[src/rtl/core/box_blur_3x3_rgb_unit_assert.svh]
// ----------------------------------------------------------------------------
// Box blur assertion macros
// Concurrent check macros for the box blur unit, empty when SYNTH is defined.
// ----------------------------------------------------------------------------
`ifndef BOX_BLUR_3X3_RGB_UNIT_ASSERT_SVH
`define BOX_BLUR_3X3_RGB_UNIT_ASSERT_SVH
`ifndef SYNTH
// The antecedent and the consequent hold in the same cycle.
`define BB3_ASSERT_IMPLIES(name, ante, cons) \
    name: assert property (@(posedge clk) disable iff (!rst_n) (ante) |-> (cons)) \
        else $error("box blur check failed");
// The consequent holds in the cycle after the antecedent.
`define BB3_ASSERT_NEXT(name, ante, cons) \
    name: assert property (@(posedge clk) disable iff (!rst_n) (ante) |=> (cons)) \
        else $error("box blur check failed");
`else
`define BB3_ASSERT_IMPLIES(name, ante, cons)
`define BB3_ASSERT_NEXT(name, ante, cons)
`endif
`endif

[src/rtl/core/bb3_ram.sv]
// ----------------------------------------------------------------------------
// Generic RAM
// One write port and one read port with registered read data.
// ----------------------------------------------------------------------------
`default_nettype none

module bb3_ram #(
    parameter int WIDTH = 8,
    parameter int DEPTH = 16,
    localparam int AW = $clog2(DEPTH)
) (
    input  wire logic             clk,
    input  wire logic             we,
    input  wire logic [AW-1:0]    waddr,
    input  wire logic [WIDTH-1:0] wdata,
    input  wire logic             re,
    input  wire logic [AW-1:0]    raddr,
    output logic      [WIDTH-1:0] rdata
);

    logic [WIDTH-1:0] mem_reg [DEPTH];
    logic [WIDTH-1:0] rdata_reg;

    always_ff @(posedge clk)
    begin
        if (we)
        begin
            mem_reg[waddr] <= wdata;
        end
        if (re)
        begin
            rdata_reg <= mem_reg[raddr];
        end
    end

    assign rdata = rdata_reg;

endmodule

`default_nettype wire

[config.mk]
export PLATFORM = sky130hd
export DESIGN_NAME = bb3_ram
export DESIGN_NICKNAME = d
export VERILOG_FILES = /design/src/rtl/core/box_blur_3x3_rgb_unit_assert.svh /design/src/rtl/core/bb3_ram.sv
export SDC_FILE = /design/constraint.sdc
export NUM_CORES = 1
export LEC_CHECK = 0
export ABC_AREA = 1
export BUFFER_PORTS_ARGS = -buffer_cell sky130_fd_sc_hd__buf_2
export CORE_MARGIN = 2
export CORE_UTILIZATION = 30
export DETAILED_ROUTE_END_ITERATION = 8
export PLACE_DENSITY_LB_ADDON = 0.2
export SYNTH_ARGS = -nofsm -noshare
export SYNTH_HDL_FRONTEND = slang
export SYNTH_SLANG_ARGS = --single-unit
[constraint.sdc]
create_clock -name clk -period 1.31 [get_ports clk]
set_input_delay 0.131 -clock clk [delete_from_list [all_inputs] [get_ports clk]]
set_output_delay 0.131 -clock clk [all_outputs]
set_load 0.005 [all_outputs]
==> out/metrics.csv <==
stage,metric,value,unit
die,die area,20600,um^2
layout,fin area,6990,um^2
logic_synthesis,area share of the largest cell type after synthesis,69.8,%
logic_synthesis,Cell variety after synth,11,
timing,fin crit share,90.7,%
timing,normalized max-slew margin,56.9,%
die,Die X,144,um
logic_synthesis,Post-synth EDFFs,136,
timing,RSZ-0062 raised after global routing,false,
logic_synthesis,Post-synth ARST share,0,%
logic_synthesis,Yosys top cell by area,edfxtp_1,
timing,Final Hold Fails,0,
drt,vias per cell,4.26,
drt,drt pass-1 iters,4,
drt,ANT nets after route,0,
timing,post-route minimum period,1.19,ns
timing,final setup violation count,0,
placed_design,pre-CTS WS,-0.164,ns
setup_path,worst setup path category,reg -> reg,
placed_design,Port Buf Inserts,26,
timing,Fmax achieved,842,MHz
layout,max reg flops,128,
layout,share of post-route cells with drive strength above 1,13.2,%
setup_path,R2R cell count,6,
worst_hold_path,hold depth,1,
clock_network,Max Root-Sink Buffers,2,
timing,Final Worst Setup Slack,0.122,ns
global_route,first-pass GRT wire length,21400,um
setup_path,CP Data Arrival Time,1.34,ns
clock_network,clock latency on the worst-skew pair,0.42,ns
logic_synthesis,Cells after Synth,551,
pwr,Design Power,10.4,mW
die,DIE HEIGHT,144,um
placed_design,HPWL after DPL,8810,um
timing,worst-margin pin slew,0.646,ns
clock_network,CTS Sinks,136,
pwr,Pleak,2.98,nW
global_route,vias in the first global route,3666,
drt,WL final,13900,um
layout,Area Growth Syn to Fin,19.6,%
layout,antenna fix cells,0,
die,core area,19300,um^2
clock_network,Inserted Clock Buffers,17,
clock_network,root buf cell,clkbuf_16,
placed_design,Placed Cells,847,
drt,initial DRC count,279,
logic_synthesis,"Avg Cell Area, Syn",10.6,um^2
die,Core Rows,51,
drt,DRC viols,0,
layout,layout net count,620,
drt,DR WL/cell,15.9,um
worst_hold_path,Hold WC Path Type,in -> reg,
clock_network,postcts setup bufs,0,
global_route,largest net degree at the start of global routing,64,
pwr,Pwr per Cell Area,1480,nW/um^2
clock_network,CTS tree,done,
setup_path,Crit Path Max Fanout,1,
setup_path,Critical Path End Type,flop,
global_route,initial antenna violation count,0,
logic_synthesis,"top cells by area, synth","edfxtp_1 (70%), nand2_1 (11%), nand3_1 (8.3%), inv_1 (6.4%), buf_6 (1.2%)",
logic_synthesis,"FF+latch count, synth",136,
setup_path,startpoint types,flop,
placed_design,Placed Area,6400,um^2
global_route,global route overflow,0,
placed_design,Placer Congestion,0.828,
logic_synthesis,Synth top cells by count,"nand2_1 (173), edfxtp_1 (136), inv_1 (100)",
clock_network,H-Tree Depth,4,
logic_synthesis,top-count cell post-synth,nand2_1,
job,Max Cap Viol,0,
clock_network,CTS resizes,0,
clock_network,Worst-path clk slew,0.05,ns
logic_synthesis,Mapped Nets,570,
pwr,peak supply drop,781,uV
logic_synthesis,YS warnings,0,
timing,skew final,0.0156,ns
setup_path,worst path required time,1.47,ns
global_route,Global Route Usage Sum,14.5,%
logic_synthesis,post-synthesis sequential area ratio,69.8,%
drt,Vias,3741,
die,IO Pins,27,
clock_network,hold_buf cts,0,
layout,Layout Cells excl Fill,879,
timing,Slew Limit Fails,0,
logic_synthesis,Synth Cell Area,5850,um^2
logic_synthesis,dominant synthesized flop cell,edfxtp_1,
die,Starting Density,30.3,%
status,status,"finished, final reports clean",
==> per-stage QoR <==
| step | setup TNS (ns) | utilization (%) | hold WS (ns) |
|---|---|---|---|
| after floorplan | 0 | - | 0.230 |
| after global placement | -0.800 | 33.2 | 0.495 |
| after detailed placement | -0.778 | 33.2 | 0.497 |
| after CTS | 0 | 36.3 | 0.0511 |
| after global routing | 0 | 36.3 | 0.0568 |
| final | 0 | 36.3 | 0.0801 |
==> worst max-delay path: stages, from the launching register on <==
cell	delay (ns)
edfxtp_1	0.37
inv_1	0.07
nand2_1	0.05
nand3_1	0.07
nand3_1	0.11
nand3_1	0.18
nand2_1	0.09
==> placed cells by master, fill, tap and decap left out, drive strengths merged <==
cell type and n:
buf 55, bufinv 4, clkbuf 20, clkinv 7, clkinvlp 1, edfxtp 136, inv 102, nand2 173
nand3 97, nand3b 2, nor2 17
==> final cells by class <==
type / count / area, um^2
Tap cell: 265 / 332
Clock buffer: 20 / 437
Sequential cell: 136 / 4080
Clock inverter: 12 / 156
Fill cell: 1933 / 12300
Timing Repair Buffer: 55 / 385
Multi-Input combinational cell: 289 / 1210
Inverter: 102 / 383
==> layer usage <==
metal  vias up  GRT usage, %  routed length, um
li1       1884             -                  -
met1      1765          20.2               6610
met2        83          22.3               6550
met3         9          3.57                649
met4         0          4.95                129
met5         -             0                  0
==> worst paths after layout <==
kind,start,to,slack [ns]
worst max-delay path,mem_reg[4][2],rdata[2],0.12
worst min register to register,mem_reg[12][5],rdata[5],0.73
worst min-delay path,re,rdata[6],0.08
worst max register to register,mem_reg[4][2],rdata[2],0.12
==> cells by family (layout without fill, tap and decap cells) <==
group	after synthesis	after routing	share of synthesized area [%]
buffers and inverters	126	189	9.39
DFF	136	136	69.8
and+or+nand+nor	289	289	20.8
==> where the power goes <==
| part | leakage [nW] | internal (mW) | switching, mW |
|---|---|---|---|
| combinational | 1.46 | 0.193 | 0.430 |
| sequential | 1.24 | 4.91 | 0.0263 |
| clock | 0.285 | 3.14 | 1.66 |
Power figures use the tool's default switching activity.
