<file path="src/rtl/core/box_blur_3x3_rgb_unit_assert.svh">
// ----------------------------------------------------------------------------
// Box blur assertion macros
// Concurrent check macros for the box blur unit, empty when SYNTH is defined.
// ----------------------------------------------------------------------------
`ifndef BOX_BLUR_3X3_RGB_UNIT_ASSERT_SVH
`define BOX_BLUR_3X3_RGB_UNIT_ASSERT_SVH
`ifndef SYNTH
// The antecedent and the consequent hold in the same cycle.
`define BB3_ASSERT_IMPLIES(name, ante, cons) \
    name: assert property (@(posedge clk) disable iff (!rst_n) (ante) |-> (cons)) \
        else $error("box blur check failed");
// The consequent holds in the cycle after the antecedent.
`define BB3_ASSERT_NEXT(name, ante, cons) \
    name: assert property (@(posedge clk) disable iff (!rst_n) (ante) |=> (cons)) \
        else $error("box blur check failed");
`else
`define BB3_ASSERT_IMPLIES(name, ante, cons)
`define BB3_ASSERT_NEXT(name, ante, cons)
`endif
`endif

</file>
<file path="src/rtl/core/bb3_pkg.sv">
// ----------------------------------------------------------------------------
// Box blur package
// Shared constants, types and register indexes of the 3x3 box blur unit.
// ----------------------------------------------------------------------------
`default_nettype none

package bb3_pkg;

    localparam int LINE_DEPTH   = 1024;
    localparam int COL_W        = $clog2(LINE_DEPTH);
    localparam int MAX_LINES    = 4096;
    localparam int ROW_W        = $clog2(MAX_LINES);
    localparam int CHAN_W       = 8;
    localparam int COLSUM_W     = 10;
    localparam int WINSUM_W     = 12;
    localparam int WIDTH_REG_W  = 11;
    localparam int HEIGHT_REG_W = 13;
    localparam int CFG_DATA_W   = 13;
    localparam int CFG_INDEX_W  = 1;
    localparam int RECIP_W      = 13;
    localparam int RECIP_SHIFT  = 16;
    localparam int PROD_W       = WINSUM_W + RECIP_W;

    typedef logic [COL_W-1:0]        col_t;
    typedef logic [ROW_W-1:0]        row_t;
    typedef logic [WIDTH_REG_W-1:0]  width_t;
    typedef logic [HEIGHT_REG_W-1:0] height_t;
    typedef logic [CFG_INDEX_W-1:0]  cfg_index_t;
    typedef logic [COLSUM_W-1:0]     colval_t;
    typedef logic [WINSUM_W-1:0]     winval_t;
    typedef logic [PROD_W-1:0]       prod_t;

    localparam width_t  WIDTH_MIN    = WIDTH_REG_W'(3);
    localparam width_t  WIDTH_MAX    = WIDTH_REG_W'(LINE_DEPTH);
    localparam width_t  WIDTH_RESET  = WIDTH_REG_W'(800);
    localparam height_t HEIGHT_MIN   = HEIGHT_REG_W'(3);
    localparam height_t HEIGHT_MAX   = HEIGHT_REG_W'(MAX_LINES);
    localparam height_t HEIGHT_RESET = HEIGHT_REG_W'(600);

    // Reciprocal of nine scaled by 2^16; exact for window sums below 2296.
    localparam logic [RECIP_W-1:0] RECIP_9 = RECIP_W'(7282);

    localparam cfg_index_t REG_FRAME_WIDTH  = CFG_INDEX_W'(0);
    localparam cfg_index_t REG_FRAME_HEIGHT = CFG_INDEX_W'(1);

    localparam logic ACT_PIXEL = 1'b0;
    localparam logic ACT_FLUSH = 1'b1;

    localparam logic [CHAN_W-1:0] ALPHA_OPAQUE = 8'hFF;

    typedef struct packed {
        logic [CHAN_W-1:0] r;
        logic [CHAN_W-1:0] g;
        logic [CHAN_W-1:0] b;
    } rgb_t;

    // One column of both line stores, kept together at the same address.
    typedef struct packed {
        rgb_t older;
        rgb_t newer;
    } line_pair_t;

    localparam int LINE_PAIR_W = $bits(line_pair_t);

    typedef struct packed {
        rgb_t top;
        rgb_t mid;
        rgb_t bot;
    } column_t;

    typedef struct packed {
        colval_t r;
        colval_t g;
        colval_t b;
    } colsum_t;

    typedef struct packed {
        winval_t r;
        winval_t g;
        winval_t b;
    } winsum_t;

    typedef struct packed {
        logic shift;
        logic clr;
    } cell_ctl_t;

    typedef struct packed {
        logic has0;
        logic has1;
        col_t x0;
        col_t x1;
        row_t y;
        logic last0;
        logic eof;
    } result_meta_t;

    typedef struct packed {
        logic         okl;
        logic         okm;
        logic         okr;
        result_meta_t meta;
    } win_info_t;

    typedef struct packed {
        logic      flush;
        logic      first;
        logic      clr;
        logic      mask1;
        logic      mask2;
        col_t      addr;
        rgb_t      rgb;
        win_info_t info;
    } fetch_t;

endpackage

`default_nettype wire

</file>
<file path="src/rtl/core/bb3_div9.sv">
// ----------------------------------------------------------------------------
// Divide by nine
// Truncating division of three window sums by nine through a reciprocal.
// ----------------------------------------------------------------------------
`default_nettype none

module bb3_div9 (
    input  wire bb3_pkg::winsum_t sum,
    output bb3_pkg::rgb_t         quot
);

    bb3_pkg::prod_t prod_r;
    bb3_pkg::prod_t prod_g;
    bb3_pkg::prod_t prod_b;

    assign prod_r = bb3_pkg::prod_t'(sum.r) * bb3_pkg::prod_t'(bb3_pkg::RECIP_9);
    assign prod_g = bb3_pkg::prod_t'(sum.g) * bb3_pkg::prod_t'(bb3_pkg::RECIP_9);
    assign prod_b = bb3_pkg::prod_t'(sum.b) * bb3_pkg::prod_t'(bb3_pkg::RECIP_9);

    assign quot.r = prod_r[bb3_pkg::RECIP_SHIFT +: bb3_pkg::CHAN_W];
    assign quot.g = prod_g[bb3_pkg::RECIP_SHIFT +: bb3_pkg::CHAN_W];
    assign quot.b = prod_b[bb3_pkg::RECIP_SHIFT +: bb3_pkg::CHAN_W];

endmodule

`default_nettype wire

</file>
<file path="config.mk">
export PLATFORM = sky130hd
export DESIGN_NAME = bb3_div9
export DESIGN_NICKNAME = d
export VERILOG_FILES = /design/src/rtl/core/box_blur_3x3_rgb_unit_assert.svh /design/src/rtl/core/bb3_pkg.sv /design/src/rtl/core/bb3_div9.sv
export SDC_FILE = /design/constraint.sdc
export NUM_CORES = 1
export LEC_CHECK = 0
export ABC_AREA = 1
export BUFFER_PORTS_ARGS = -buffer_cell sky130_fd_sc_hd__clkbuf_2
export CAP_MARGIN = 20
export CORE_MARGIN = 8
export CORE_UTILIZATION = 35
export DETAILED_ROUTE_END_ITERATION = 10
export PLACE_DENSITY_LB_ADDON = 0.05
export SYNTH_ARGS = -nofsm -noshare
export SYNTH_HDL_FRONTEND = slang
export SYNTH_SLANG_ARGS = --single-unit
</file>
<file path="constraint.sdc">
create_clock -name vclk -period 9.7
set_input_delay 2.91 -clock vclk [all_inputs]
set_output_delay 2.91 -clock vclk [all_outputs]
set_load 0.02 [all_outputs]
</file>
==> flow_summary.toml <==
[die]
rows = 52
die_area_um2 = 25000
coreArea_um2 = 20040
initial_core_util = 0.3528
die_w_um = 158.1
io_pins = 60
die_height_um = 158.1

[layout]
final_common_cell = "inv_1"
final_cell_mix = "191 x inv_1, 163 x nand2_1, 163 x ha_1"
fin_cells = 1322
num-clock-buffers = 0
seq_cells = 0
final_nets = 1376
regArea_um2 = 0
drive_above_1_share = 0.2662
area_growth_syn_to_layout_pct = 29.11
n_antenna_cell = 0

[worst_hold_path]
hold_path_class = "in -> out"
whs_path_depth = 8
whs_endpoint = "quot[19]"
min_from = "sum[24]"

[drt]
drt_wl_total_mm = 17.72
ant_nets = 0
dr.pass1.iters = 5
drc = 0
num_vias = 6000
routed_via_density = 4.539
drt_iter0_drc = 121
drt-wirelength-per-cell_um = 13.40

[critical_path]
worstPathMaxFanout = 4
worstSetupStartpoint = "sum[27]"
critPathArrivalTime_ns = 6.75
critical_path_required_ns = 6.79
cp-start-kind = "input port"
slowest_stage = "fa_1"
path_class = "in -> out"
end_kind = "primary output"
cp_common_cell = "inv_2"
path_cells = "buf_6 > inv_2 > fa_1 > inv_2 > ha_4 > inv_2 > fa_1 > inv_2 > fa_1 > inv_2 > fa_1 > inv_2 > ha_4 > nand2_4 > o21a_1 > nor3_1 > nor2_1 > nand2_1 > nand2_1 > nand2_1 > buf_6"
max_stage_delay_ns = 0.55

[synth]
synthCells = 918
synthDistinctLibCells = 34
yosys-top-cells-area = "ha_1 35%, fa_1 25%, inv_1 12%, nand2_1 9.8%, a21oi_1 3.0%"
yosysTopAreaCell = "ha_1"
syn_nets = 1240
ys_seq_area_frac = 0
synth.top_cell.area_share = 0.3522
ys.warnings.count = 0
synth_area_um2 = 7069
syn_area_per_cell_um2 = 7.701

[global_routing]
grt_max_degree = 7
antenna_found_initial = 0
gr-total-overflow = 0
track_usage = 0.1508
grt_pass1_vias = 6500
grt_pass1_wl_mm = 31.06

[sta]
finalSetupViolations = 0
hold_violations = 0
post-route-min-period_ns = 9.660
slew_headroom = 0.7473
tightest_slew_ns = 0.3756
min_period_over_period = 0.9958
setup_slack_ns = 0.04036
slew_viol_final = 0
fmax_mhz = 103.5
rsz0062_at_grt = "yes"

[placement]
hpwl_mm = 16.51
post-place-ws_ns = -0.1723
portBuffers = 60
gp_congestion = 0.8274
dp.cells = 1316

[job]
drv_cap = 0

[clock_tree]
cts_hold_buffers = 0

[outcome]
outcome = "finished clean"
[cell families after synthesis]
group,Yosys count,synth area share
AO/OA/AOI/OAI,86,0.07239
XOR/XNOR,17,0.02106
adder cells (fa/ha/maj),286,0.5986
buffers and inverters,227,0.1205
AND/OR/NAND/NOR,302,0.1874
[synthesized netlist by cell type (4+ instances only)]
| cell type | count |
|---|---|
| a21o_1 | 6 |
| a21oi_1 | 42 |
| fa_1 | 87 |
| ha_1 | 199 |
| inv_1 | 219 |
| inv_2 | 6 |
| nand2_1 | 185 |
| nand2_2 | 4 |
| nand3_1 | 40 |
| nand4_1 | 8 |
| nor2_1 | 41 |
| nor3_2 | 5 |
| nor4_1 | 4 |
| o21a_1 | 4 |
| o21ai_0 | 7 |
| o21ai_1 | 5 |
| o21bai_1 | 13 |
| xnor2_1 | 6 |
| xor2_1 | 11 |
[routing by layer]
layer	vias up	track usage	share of wire
li1	3173	-	-
met1	2758	0.2083	0.49
met2	67	0.2719	0.49
met3	2	0.002730	0.023
met4	0	0.002245	0.0017
met5	-	0	0
[per-stage QoR]
step | setup TNS, ns | cell area (µm²) | util | hold slack, ns
after floorplan | 0 | 7069 | - | 6.230
after global placement | -1.494 | 8218 | 0.4101 | 6.672
after detailed placement | -1.739 | 8218 | 0.4101 | 6.683
after CTS | 0 | 8422 | 0.4203 | 6.689
after global routing | -0.7587 | 9128 | 0.4555 | 6.753
final | 0 | 9128 | 0.4555 | 6.666
[worst max path at each step]
stage                     to  slack [ns]  depth (start not counted)
floorplan           quot[10]        0.13                         18
global placement    quot[10]       -0.16                         20
detailed placement  quot[10]       -0.17                         20
CTS                 quot[21]       0.002                         21
global route        quot[18]       -0.13                         21
finish              quot[18]        0.04                         21
[timing repair]
action,in CTS,in global routing
resized for setup,42,169
pin swaps,17,77
setup buffers,1,6
endpoints found under the setup margin,23,24
endpoints found under the hold margin,0,0
[worst max-delay path, delay by kind of cell]
kind            cells  cell delay (ns)
buf+inv             8             0.44
fa+ha+maj           6             2.66
simple gates        6             0.54
compound gates      1             0.19
[final cells by class]
type                            instances  area, µm²
Fill cell                            2087      10910
Inverter                              227      859.6
Multi-Input combinational cell        691       6915
Tap cell                              270      337.8
Timing Repair Buffer                  134       1015
Power is left out: the tool's default activity adds up to more than one toggle a clock period on the data nets, which glitch-free logic cannot reach.
