### config.mk
export PLATFORM = sky130hd
export DESIGN_NAME = bb3_cell
export DESIGN_NICKNAME = d
export VERILOG_FILES = /design/src/rtl/core/box_blur_3x3_rgb_unit_assert.svh /design/src/rtl/core/bb3_pkg.sv /design/src/rtl/core/bb3_cell.sv
export SDC_FILE = /design/constraint.sdc
export NUM_CORES = 1
export LEC_CHECK = 0
export BUFFER_PORTS_ARGS = -buffer_cell sky130_fd_sc_hd__buf_4
export CAP_MARGIN = 20
export CORE_MARGIN = 2
export CORE_UTILIZATION = 40
export DETAILED_ROUTE_END_ITERATION = 6
export PLACE_DENSITY = 0.71
export SLEW_MARGIN = 20
export SYNTH_ARGS = -nofsm -noshare
export SYNTH_HDL_FRONTEND = slang
export SYNTH_SLANG_ARGS = --single-unit
### constraint.sdc
create_clock -name clk -period 3 [get_ports clk]
set_input_delay 0.6 -clock clk [delete_from_list [all_inputs] [get_ports clk]]
set_output_delay 0.6 -clock clk [all_outputs]
set_load 0.02 [all_outputs]
### src/rtl/core/box_blur_3x3_rgb_unit_assert.svh
// ----------------------------------------------------------------------------
// Box blur assertion macros
// Concurrent check macros for the box blur unit, empty when SYNTH is defined.
// ----------------------------------------------------------------------------
`ifndef BOX_BLUR_3X3_RGB_UNIT_ASSERT_SVH
`define BOX_BLUR_3X3_RGB_UNIT_ASSERT_SVH
`ifndef SYNTH
// The antecedent and the consequent hold in the same cycle.
`define BB3_ASSERT_IMPLIES(name, ante, cons) \
    name: assert property (@(posedge clk) disable iff (!rst_n) (ante) |-> (cons)) \
        else $error("box blur check failed");
// The consequent holds in the cycle after the antecedent.
`define BB3_ASSERT_NEXT(name, ante, cons) \
    name: assert property (@(posedge clk) disable iff (!rst_n) (ante) |=> (cons)) \
        else $error("box blur check failed");
`else
`define BB3_ASSERT_IMPLIES(name, ante, cons)
`define BB3_ASSERT_NEXT(name, ante, cons)
`endif
`endif

### src/rtl/core/bb3_pkg.sv
// ----------------------------------------------------------------------------
// Box blur package
// Shared constants, types and register indexes of the 3x3 box blur unit.
// ----------------------------------------------------------------------------
`default_nettype none

package bb3_pkg;

    localparam int LINE_DEPTH   = 1024;
    localparam int COL_W        = $clog2(LINE_DEPTH);
    localparam int MAX_LINES    = 4096;
    localparam int ROW_W        = $clog2(MAX_LINES);
    localparam int CHAN_W       = 8;
    localparam int COLSUM_W     = 10;
    localparam int WINSUM_W     = 12;
    localparam int WIDTH_REG_W  = 11;
    localparam int HEIGHT_REG_W = 13;
    localparam int CFG_DATA_W   = 13;
    localparam int CFG_INDEX_W  = 1;
    localparam int RECIP_W      = 13;
    localparam int RECIP_SHIFT  = 16;
    localparam int PROD_W       = WINSUM_W + RECIP_W;

    typedef logic [COL_W-1:0]        col_t;
    typedef logic [ROW_W-1:0]        row_t;
    typedef logic [WIDTH_REG_W-1:0]  width_t;
    typedef logic [HEIGHT_REG_W-1:0] height_t;
    typedef logic [CFG_INDEX_W-1:0]  cfg_index_t;
    typedef logic [COLSUM_W-1:0]     colval_t;
    typedef logic [WINSUM_W-1:0]     winval_t;
    typedef logic [PROD_W-1:0]       prod_t;

    localparam width_t  WIDTH_MIN    = WIDTH_REG_W'(3);
    localparam width_t  WIDTH_MAX    = WIDTH_REG_W'(LINE_DEPTH);
    localparam width_t  WIDTH_RESET  = WIDTH_REG_W'(800);
    localparam height_t HEIGHT_MIN   = HEIGHT_REG_W'(3);
    localparam height_t HEIGHT_MAX   = HEIGHT_REG_W'(MAX_LINES);
    localparam height_t HEIGHT_RESET = HEIGHT_REG_W'(600);

    // Reciprocal of nine scaled by 2^16; exact for window sums below 2296.
    localparam logic [RECIP_W-1:0] RECIP_9 = RECIP_W'(7282);

    localparam cfg_index_t REG_FRAME_WIDTH  = CFG_INDEX_W'(0);
    localparam cfg_index_t REG_FRAME_HEIGHT = CFG_INDEX_W'(1);

    localparam logic ACT_PIXEL = 1'b0;
    localparam logic ACT_FLUSH = 1'b1;

    localparam logic [CHAN_W-1:0] ALPHA_OPAQUE = 8'hFF;

    typedef struct packed {
        logic [CHAN_W-1:0] r;
        logic [CHAN_W-1:0] g;
        logic [CHAN_W-1:0] b;
    } rgb_t;

    // One column of both line stores, kept together at the same address.
    typedef struct packed {
        rgb_t older;
        rgb_t newer;
    } line_pair_t;

    localparam int LINE_PAIR_W = $bits(line_pair_t);

    typedef struct packed {
        rgb_t top;
        rgb_t mid;
        rgb_t bot;
    } column_t;

    typedef struct packed {
        colval_t r;
        colval_t g;
        colval_t b;
    } colsum_t;

    typedef struct packed {
        winval_t r;
        winval_t g;
        winval_t b;
    } winsum_t;

    typedef struct packed {
        logic shift;
        logic clr;
    } cell_ctl_t;

    typedef struct packed {
        logic has0;
        logic has1;
        col_t x0;
        col_t x1;
        row_t y;
        logic last0;
        logic eof;
    } result_meta_t;

    typedef struct packed {
        logic         okl;
        logic         okm;
        logic         okr;
        result_meta_t meta;
    } win_info_t;

    typedef struct packed {
        logic      flush;
        logic      first;
        logic      clr;
        logic      mask1;
        logic      mask2;
        col_t      addr;
        rgb_t      rgb;
        win_info_t info;
    } fetch_t;

endpackage

`default_nettype wire

### src/rtl/core/bb3_cell.sv
// ----------------------------------------------------------------------------
// Box blur window cell
// Holds one column of the 3x3 window and gives its per-channel column sum.
// ----------------------------------------------------------------------------
`default_nettype none

module bb3_cell (
    input  wire logic               clk,
    input  wire logic               rst_n,
    input  wire bb3_pkg::cell_ctl_t ctl,
    input  wire bb3_pkg::column_t   din,
    output bb3_pkg::column_t        q,
    output bb3_pkg::colsum_t        colsum
);

    bb3_pkg::column_t col_reg;
    bb3_pkg::column_t col_next;

    always_comb
    begin
        col_next = col_reg;
        if (ctl.shift)
        begin
            col_next = ctl.clr ? '0 : din;
        end
    end

    always_ff @(posedge clk or negedge rst_n)
    begin
        if (!rst_n)
        begin
            col_reg <= '0;
        end
        else
        begin
            col_reg <= col_next;
        end
    end

    assign q = col_reg;

    always_comb
    begin
        colsum.r = bb3_pkg::colval_t'(col_reg.top.r) + bb3_pkg::colval_t'(col_reg.mid.r)
                 + bb3_pkg::colval_t'(col_reg.bot.r);
        colsum.g = bb3_pkg::colval_t'(col_reg.top.g) + bb3_pkg::colval_t'(col_reg.mid.g)
                 + bb3_pkg::colval_t'(col_reg.bot.g);
        colsum.b = bb3_pkg::colval_t'(col_reg.top.b) + bb3_pkg::colval_t'(col_reg.mid.b)
                 + bb3_pkg::colval_t'(col_reg.bot.b);
    end

endmodule

`default_nettype wire

==> impl_metrics.json <==
{
  "start_kind": "flip-flop",
  "met2_usage": 0.369,
  "core_area_um2": 11300,
  "synthAdderAreaFrac": 0.171,
  "antenna_found_initial": 0,
  "ys_warn_count": 0,
  "slew_headroom": 0.341,
  "dieArea_um2": 12400,
  "setup_viol": 17,
  "grt_max_degree": 84,
  "first_global_vias": 4393,
  "synth_edf_count": 0,
  "syn_inst": 481,
  "ctsHoldBuffers": 0,
  "synthesis.area_um2": 4600,
  "path_clk_slew_ns": 0.06,
  "seq_area_frac_synth": 0.391,
  "numCtsBuffers": 9,
  "synth.area.top_cells": "dfrtp_1 (39%), nand3b_1 (12%), fa_1 (8.7%)",
  "r2r_end": "q[48]$_DFFE_PN0P_",
  "die_y_um": 111,
  "drc": 0,
  "place_hpwl_um": 9090,
  "root_buffer": "clkbuf_16",
  "synth_simple_gate_area_frac": 0.152,
  "tightest_slew_ns": 0.988,
  "seqPwrFrac": 0.287,
  "vias_per_cell": 4.90,
  "slew_viol_final": 0,
  "layout-drive-gt1-share": 0.427,
  "skew_ns": 0,
  "worst_ep_required_time_ns": 2.40,
  "largest_reg_flops": 72,
  "dp_slack_ns": -0.240,
  "end_kind": "output port",
  "initial_core_util": 0.407,
  "r2r_setup_slack_ns": 2.18,
  "pin_count": 178,
  "vias": 4109,
  "r2r_cells": 3,
  "cts_tree": "built",
  "worst_ep_arrival_time_ns": 3.00,
  "worstPathCellList": "ha_4 -> inv_2 -> fa_2 -> nand2b_4 -> buf_4 -> a21oi_2 -> a211oi_2 -> xnor2_2 -> ha_1 -> a21o_1 -> a21oi_2 -> xor2_2 -> buf_6",
  "clkPwrFrac": 0.283,
  "overflow": 0,
  "ir_drop_uv": 317,
  "p_switching_uw": 1390,
  "nets": 817,
  "stdcell_count": 838,
  "ant_nets": 0,
  "post-route-period-util": 1.20,
  "htreeDepth": 3,
  "final_area_um2": 7000,
  "area_growth_pct": 52.1,
  "wirelength_um": 12900,
  "synth_most_common_cell": "inv_1",
  "cts_buffer_depth": 2,
  "synth.mux.area_fraction": 0,
  "use_met1": 0.258,
  "violations": "setup timing",
  "hold_ws_ns": 0.412,
  "drt_iter0_markers": 205,
  "critPathMaxFanout": 2,
  "synth_top_area_share": 0.391,
  "avgSynthCellArea_um2": 9.57,
  "yosys-top-cells-count": "inv_1 (87), o21ai_0 (76), dfrtp_1 (72), nand3b_1 (72), ha_1 (31)",
  "cp_slowest_stage_delay_ns": 0.38,
  "synth_top_family_by_area": "adder cells",
  "synth-main-ff-cell": "dfrtp_1",
  "powerDensity_nw_per_um2": 559,
  "path_common_cell": "a21oi_2",
  "worstSkewPairLatency_ns": 0.33,
  "syn_nets": 608,
  "post-synth-top-area-cell": "dfrtp_1",
  "swShare": 0.354,
  "async_flop_share": 1.00,
  "crit_slowest_cell": "dfrtp_2",
  "wire_per_inst_um": 15.5,
  "grt_pass1_wl_um": 21200,
  "core.rowCount": 39,
  "cts.sinks": 72,
  "synth_xor_area_frac": 0.0438,
  "finalHoldViolCount": 0,
  "met3_usage": 0.0481,
  "ys_seq_elements": 72,
  "p_int_uw": 2530,
  "grt.busiest_layer": "met2",
  "fp.dieW_um": 111,
  "synth-compound-area-share": 0.150,
  "firstDrtPassIters": 6,
  "port_buffers": 177,
  "path_class": "reg -> out",
  "pwr-share-comb": 0.430,
  "setup_ws_ns": -0.605,
  "placed_cells": 810,
  "fin_crit_ns": 3.60,
  "hold_class": "in -> async",
  "dpl_cell_area_um2": 6340,
  "diodes": 0,
  "setup_tns_ns": -4.24,
  "place_congestion": 0.790,
  "status": "finished, violations left",
  "cap_violations": 0,
  "r2r_start": "q[48]$_DFFE_PN0P_",
  "rsz0062_at_grt": "true",
  "max_freq_mhz": 277,
  "grtUsageTotal": 0.213,
  "p_leak_uw": 0.00346,
  "yosysUniqueCellTypes": 34
}
worst max-delay path by stage:
stage                 startpoint         to  slack (ns)  depth (start not counted)
6_report       q[24]$_DFFE_PN0P_  colsum[8]       -0.60                         13
5_1_grt        q[24]$_DFFE_PN0P_  colsum[8]       -0.74                         13
4_1_cts        q[24]$_DFFE_PN0P_  colsum[8]       -0.56                         14
3_5_place_dp   q[24]$_DFFE_PN0P_  colsum[8]       -0.24                         14
3_3_place_gp   q[24]$_DFFE_PN0P_  colsum[8]       -0.17                         14
2_1_floorplan  q[24]$_DFFE_PN0P_  colsum[7]       -0.25                         13
per-layer routing:
| metal | wire length (um) | part of all wire | vias to the layer above |
|---|---|---|---|
| met4 | 290 | 0.022 | 0 |
| met3 | 643 | 0.050 | 23 |
| met2 | 6530 | 0.50 | 104 |
| met1 | 5490 | 0.42 | 1958 |
| li1 | - | - | 2024 |
| met5 | 0 | 0 | - |
cells by family (layout without fill, tap and decap cells):
logic type | Yosys count | after routing
AOI/OAI and AO/OA | 121 | 121
xor gates and xnor gates | 23 | 23
adders and majority gates | 51 | 51
buffers and inverters | 110 | 324
DFF | 72 | 72
and+or+nand+nor | 104 | 104
critical path, delay by kind of cell (launching register included):
| family | cells | cell delay, ns |
|---|---|---|
| flip-flops | 1 | 0.38 |
| adder cells (fa/ha/maj) | 3 | 0.80 |
| XOR/XNOR | 2 | 0.33 |
| AO/OA/AOI/OAI | 4 | 0.69 |
| AND/OR/NAND/NOR | 1 | 0.17 |
| buffers and inverters | 3 | 0.30 |
power groups by stage:
stage / combinational, uW / sequential (uW) / clock (uW)
floorplan: 755 / 1230 / 0
global placement: 1460 / 1140 / 0
detailed placement: 1500 / 1140 / 0
CTS: 1620 / 1130 / 1130
global route: 1820 / 1140 / 1170
finish: 1680 / 1120 / 1110
per-stage QoR:
| stage | power (uW) | util |
|---|---|---|
| 2_1_floorplan | 1980 | - |
| 3_3_place_gp | 2600 | 0.560 |
| 3_5_place_dp | 2640 | 0.560 |
| 4_1_cts | 3880 | 0.609 |
| 5_1_grt | 4130 | 0.618 |
| 6_report | 3920 | 0.618 |
placed cells by master, fill, tap and decap left out, drive strengths merged:
cell	n
and3	1
o21bai	4
clkinvlp	2
clkinv	2
o21a	2
nand3b	72
dfrtp	72
o211ai	2
o2111ai	2
xor2	9
nand4	1
a21o	7
a211oi	6
ha	31
nor2b	3
o21ai	78
bufinv	1
nand2	5
a31oi	2
fa	20
buf	221
a21oi	17
nor4	1
nand2b	3
nor2	8
xnor2	14
nor3	4
a21boi	1
clkbuf	11
inv	87
or2	2
nand3	4
final cells by class:
type	count	area [um^2]
clock inverter	5	55.1
clock buffer	11	253
fill	941	4320
inverter	87	327
tap	143	179
timing repair buffer	221	1710
sequential	72	1810
multi-input combinational	299	2670
what timing repair did:
action                     in CTS  in global routing
resized for setup              43                 16
pin swaps                      45                 13
buffers inserted                9                  5
setup endpoints to repair      19                 19
gates cloned                    0                  0
(Power assumes the default switching activity.)
